--- config.mk ---
export PLATFORM = sky130hd
export DESIGN_NAME = tkvht_ctrl
export DESIGN_NICKNAME = d
export VERILOG_FILES = /design/src/rtl/tkvht_pkg.sv /design/src/rtl/tkvht_ctrl.sv
export SDC_FILE = /design/constraint.sdc
export NUM_CORES = 1
export LEC_CHECK = 0
export ABC_AREA = 1
export BUFFER_PORTS_ARGS = -buffer_cell sky130_fd_sc_hd__buf_4
export CORE_AREA = 2 2 39 41
export DETAILED_ROUTE_END_ITERATION = 6
export DIE_AREA = 0 0 41 43
export GPL_ROUTABILITY_DRIVEN = 0
export GPL_TIMING_DRIVEN = 0
export HOLD_SLACK_MARGIN = 0.1
export SLEW_MARGIN = 20
export SYNTH_ARGS = -nofsm -noshare
export SYNTH_HDL_FRONTEND = slang
export SYNTH_SLANG_ARGS = --single-unit
--- constraint.sdc ---
create_clock -name i_clk -period 0.9 [get_ports i_clk]
set_input_delay 0.045 -clock i_clk [delete_from_list [all_inputs] [get_ports i_clk]]
set_output_delay 0.045 -clock i_clk [all_outputs]
set_load 0.02 [all_outputs]
--- src/rtl/tkvht_pkg.sv ---
// shared constants, types and hash helper for the key-value table with expiry
// no dependencies
`default_nettype none
package tkvht_pkg;
    localparam int BUCKETS   = 1024;
    localparam int WAYS      = 4;
    localparam int KEY_BYTES = 8;
    localparam int SLOTS     = BUCKETS * WAYS;
    localparam int BKT_W     = $clog2(BUCKETS);
    localparam int CNT_W     = 13;
    localparam int KEY_W     = 64;
    localparam int VAL_W     = 64;
    localparam int EXP_W     = 33;
    localparam int LIFE_W    = 31;
    localparam int NOW_W     = 32;
    localparam int IN_W      = 200;
    localparam int OUT_W     = 80;
    localparam logic [63:0] HASH_SEED = 64'd5381;

    localparam logic [1:0] ACT_SET   = 2'd0;
    localparam logic [1:0] ACT_GET   = 2'd1;
    localparam logic [1:0] ACT_DEL   = 2'd2;
    localparam logic [1:0] ACT_CLEAR = 2'd3;

    localparam logic [1:0] ST_OK   = 2'd0;
    localparam logic [1:0] ST_MISS = 2'd1;
    localparam logic [1:0] ST_FULL = 2'd2;

    typedef struct packed {
        logic load;
        logic rd;
        logic exec;
        logic clr_step;
    } t_cmd;

    typedef struct packed {
        logic in_clear;
        logic clr_last;
        logic out_busy;
    } t_sts;

    // trims the key at its first zero byte
    function automatic logic [KEY_W-1:0] key_trim(input logic [KEY_W-1:0] raw);
        logic [KEY_W-1:0] norm;
        logic             live;
        norm = '0;
        live = 1'b1;
        for (int i = 0; i < KEY_BYTES; i++) begin
            if (raw[8*i +: 8] == 8'd0) live = 1'b0;
            if (live) norm[8*i +: 8] = raw[8*i +: 8];
        end
        return norm;
    endfunction

    // djb2 hash kept to the bucket bits only, since the low bits never see the high ones
    function automatic logic [BKT_W-1:0] bucket_of(input logic [KEY_W-1:0] norm);
        logic [BKT_W-1:0] h;
        h = HASH_SEED[BKT_W-1:0];
        for (int i = 0; i < KEY_BYTES; i++) begin
            if (norm[8*i +: 8] != 8'd0)
                h = BKT_W'(({h, 5'd0}) + {5'd0, h} + (BKT_W+5)'(norm[8*i +: 8]));
            else
                h = h;
        end
        return h;
    endfunction
endpackage
`default_nettype wire

--- src/rtl/tkvht_ctrl.sv ---
// sequencing state machine for the key-value table
// depends on tkvht_pkg
`default_nettype none
module tkvht_ctrl (
    input  wire              i_clk,
    input  wire              i_rst_n,
    input  wire              i_in_valid,
    output logic             o_in_ready,
    input  tkvht_pkg::t_sts  i_sts,
    output tkvht_pkg::t_cmd  o_cmd
);
    import tkvht_pkg::*;

    localparam logic [2:0] S_RST_CLR = 3'd0;
    localparam logic [2:0] S_IDLE    = 3'd1;
    localparam logic [2:0] S_RD      = 3'd2;
    localparam logic [2:0] S_EXEC    = 3'd3;
    localparam logic [2:0] S_CLR     = 3'd4;

    logic [2:0] r_state, n_state;

    always_ff @(posedge i_clk) begin
        if (!i_rst_n) r_state <= S_RST_CLR;
        else          r_state <= n_state;
    end

    assign o_in_ready = (r_state == S_IDLE);

    always_comb begin
        n_state = r_state;
        o_cmd   = '0;
        case (r_state)
            S_RST_CLR: begin
                o_cmd.clr_step = 1'b1;
                if (i_sts.clr_last) n_state = S_IDLE;
            end
            S_IDLE: begin
                if (i_in_valid) begin
                    o_cmd.load = 1'b1;
                    n_state    = i_sts.in_clear ? S_CLR : S_RD;
                end
            end
            S_RD: begin
                o_cmd.rd = 1'b1;
                n_state  = S_EXEC;
            end
            S_EXEC: begin
                if (!i_sts.out_busy) begin
                    o_cmd.exec = 1'b1;
                    n_state    = S_IDLE;
                end
            end
            S_CLR: begin
                o_cmd.clr_step = 1'b1;
                if (i_sts.clr_last) n_state = S_EXEC;
            end
            default: n_state = S_RST_CLR;
        endcase
    end
endmodule
`default_nettype wire

==> out/results.ini <==
[final_layout]
area_growth_pct = 105
drive_gt1_share_pct = 63.0
top_register = r_state
design_area_um2 = 444
fill_cells = 154
finish.utilization_pct = 32.1
instances_no_fill = 70
nNetsFinal = 61
top_regs = r_state: 3 flops
diodes = 0
largest_register_ffs = 3

[setup_path]
path_cells = inv_2, nand2_2, nor3_2, buf_4
crit_fanout = 4
cp_data_required_time_ps = 850
cp.arrival_ps = 980
worstSetupStartpointType = register
reg2reg_setup_slack_ps = -120
max_stage_delay_ps = 320
crit_buf_inv = 2
rr_endpoint = r_state[1]$_SDFFE_PN0P_
rr_startpoint = r_state[0]$_SDFFE_PN0P_
critical-path-top-delay-family = flip-flops
critical_path_class = register to output port
crit_slowest_cell = dfxtp_2
reg2reg_depth = 7
endpoint_kind = output port

[grt]
grt_pass1_vias = 281
gr-usage-all-layers_pct = 8.62
use_met3_pct = 5.24
grt_max_degree = 6
grt_pass1_wl_um = 1000
antenna_found_initial = 0
grt-busiest-layer = met2
grt_use_met1_pct = 8.95
grt_use_met2_pct = 13.1
grt_overflow_total = 0

[drt]
avgViaCountPerCell = 4.01
wl_per_cell_um = 7.97
dr.pass1.iters = 2
wirelength_um = 558
ant_nets = 0
drcViolationCount = 0
num_vias = 281
drt_iter0_drc = 2

[place]
placed_cell_area_um2 = 334
dpl.hpwl_um = 441
dpl.cell_count = 62
io_buffers = 10

[worst_hold_path]
hold-path-cell-count = 4
min_from = i_sts[1]
worstHoldEndpoint = r_state[2]$_SDFFE_PN0P_
hp-class = primary input to register

[yosys]
synth.distinct_cells = 14
synthFlopType = dfxtp_1
synth_edf_count = 0
synth.cell_area_um2 = 216
synth.most_common_cell = nand2_1
ys_seq_area_share_pct = 27.7
synth_top_area_share_pct = 27.7
async_reset_ff_share_pct = 0
syn_nets = 42
postSynthCellCount = 36
yosysWarnings = 0
avgSynthCellArea_um2 = 6.01
synth_area_leaders = dfxtp_1, nand2_1, nor2_2
ys_seq_elements = 3
yosys.area.top_type = dfxtp_1
synth.top_cells.by_count = nand2_1, inv_1, inv_2

[sta]
min_period_ps = 1020
hold_violations = 0
maxSlewViolCount = 0
slew_headroom_pct = 88.1
fmax_ghz = 0.976
layout_setup_ws_ps = -124
max_slew.worst_pin.slew_ps = 176
timing.final.crit_share_pct = 114
rsz0062_at_grt = yes
fin_skew_ps = 0.473
setup_viol = 8

[status]
failed_checks = negative setup slack
status = finished, violations left

[clocking]
root_buffer = clkbuf_4
clock_latency_ps = 230
cts.sinks = 3
cts_buffer_depth = 2
ctsHtreeMaxLevel = 1
cts_tree = done
clk_pin_slew_ps = 40
numCtsBuffers = 3

[die]
die_area_um2 = 1760
io_pins = 11
die_h_um = 43
core_area_um2 = 1380
rows = 14
initial_core_util_pct = 15.6
die_w_um = 41

[power]
p_per_area_nw_per_um2 = 1530
leakage_nw = 0.204
irDropWorstVdd_mv = 0.705

[job]
cap_violations = 0

[metrics by stage]
| stage | setup TNS [ps] | worst slack (ps) | total power [mW] | hold WS, ps |
|---|---|---|---|---|
| 4_1_cts | -941 | -142 | 0.690 | 104 |
| 2_1_floorplan | -29.5 | -16.9 | 0.302 | 141 |
| 3_5_place_dp | -228 | -92.4 | 0.374 | 306 |
| 5_1_grt | -1290 | -209 | 0.742 | 105 |
| 6_report | -770 | -124 | 0.681 | 109 |
| 3_3_place_gp | -173 | -77.6 | 0.372 | 309 |
[placed cells by master, fill, tap and decap left out]
cell type      synthesis  final
a21oi_1                1      1
a21oi_2                2      2
buf_12                 0      1
buf_4                  0      7
buf_6                  0      4
clkbuf_1               0      1
clkbuf_4               0      3
dfxtp_2                0      1
dfxtp_4                0      2
dlygate4sd3_1          0      2
inv_1                  4      3
inv_2                  4      4
inv_4                  0      1
nand2_1               10      8
nand2_2                0      2
nand3_1                1      1
nand3_4                0      1
nand4_1                1      1
nor2_1                 3      1
nor2_2                 3      3
nor2_4                 0      2
nor3_2                 0      1
o21ai_0                1      1
o21ai_1                1      1
[area by class of cell]
class | count | area (um2) | area share, %
repair buffers | 14 | 138 | 31.0
multi-input cells | 25 | 159 | 35.8
flip-flops and latches | 3 | 68.8 | 15.5
well taps | 16 | 20.0 | 4.51
clock buffers | 4 | 26.3 | 5.92
inverters | 8 | 32.5 | 7.32
[where the power goes]
part / total, mW / internal, mW / switching (mW)
registers: 0.172 / 0.148 / 0.0242
clock network: 0.231 / 0.166 / 0.0651
logic: 0.278 / 0.142 / 0.137
[routing by layer]
| metal | wire, um | share of wire [%] | vias up |
|---|---|---|---|
| li1 | - | - | 148 |
| met1 | 205 | 37 | 128 |
| met4 | 0 | 0 | 0 |
| met2 | 322 | 58 | 5 |
| met5 | 0 | 0 | - |
| met3 | 29 | 5.2 | 0 |
[logic make-up after synthesis]
family / count (synthesis) / synth area share (%)
DFF: 3 / 27.7
AOI/OAI and AO/OA: 5 / 15.0
and+or+nand+nor: 20 / 43.4
buffers and inverters: 8 / 13.9
[repair_timing]
action / CTS / global route
hold buffers: 2 / 0
pin swaps: 3 / 2
resized for setup: 11 / 2
hold endpoints to repair: 3 / 0
endpoints found under the setup margin: 8 / 8
buffers inserted: 2 / 0
[tightest hold or removal path: cells and delay by family]
kind	cells	cell delay (ps)
AOI/OAI and AO/OA	1	50
buffers and inverters	2	110
and+or+nand+nor	1	90
[worst max-delay path by stage]
stage | start | end | slack (ps) | cells past startpoint
2_1_floorplan | r_state[1]$_SDFFE_PN0P_ | r_state[1]$_SDFFE_PN0P_ | -20 | 6
3_3_place_gp | r_state[2]$_SDFFE_PN0P_ | r_state[0]$_SDFFE_PN0P_ | -80 | 5
3_5_place_dp | r_state[2]$_SDFFE_PN0P_ | r_state[0]$_SDFFE_PN0P_ | -90 | 5
4_1_cts | r_state[1]$_SDFFE_PN0P_ | o_cmd[3] | -140 | 4
5_1_grt | r_state[0]$_SDFFE_PN0P_ | r_state[1]$_SDFFE_PN0P_ | -210 | 7
6_report | r_state[2]$_SDFFE_PN0P_ | o_cmd[1] | -120 | 4
No activity file was read; power rests on OpenSTA's default activity.
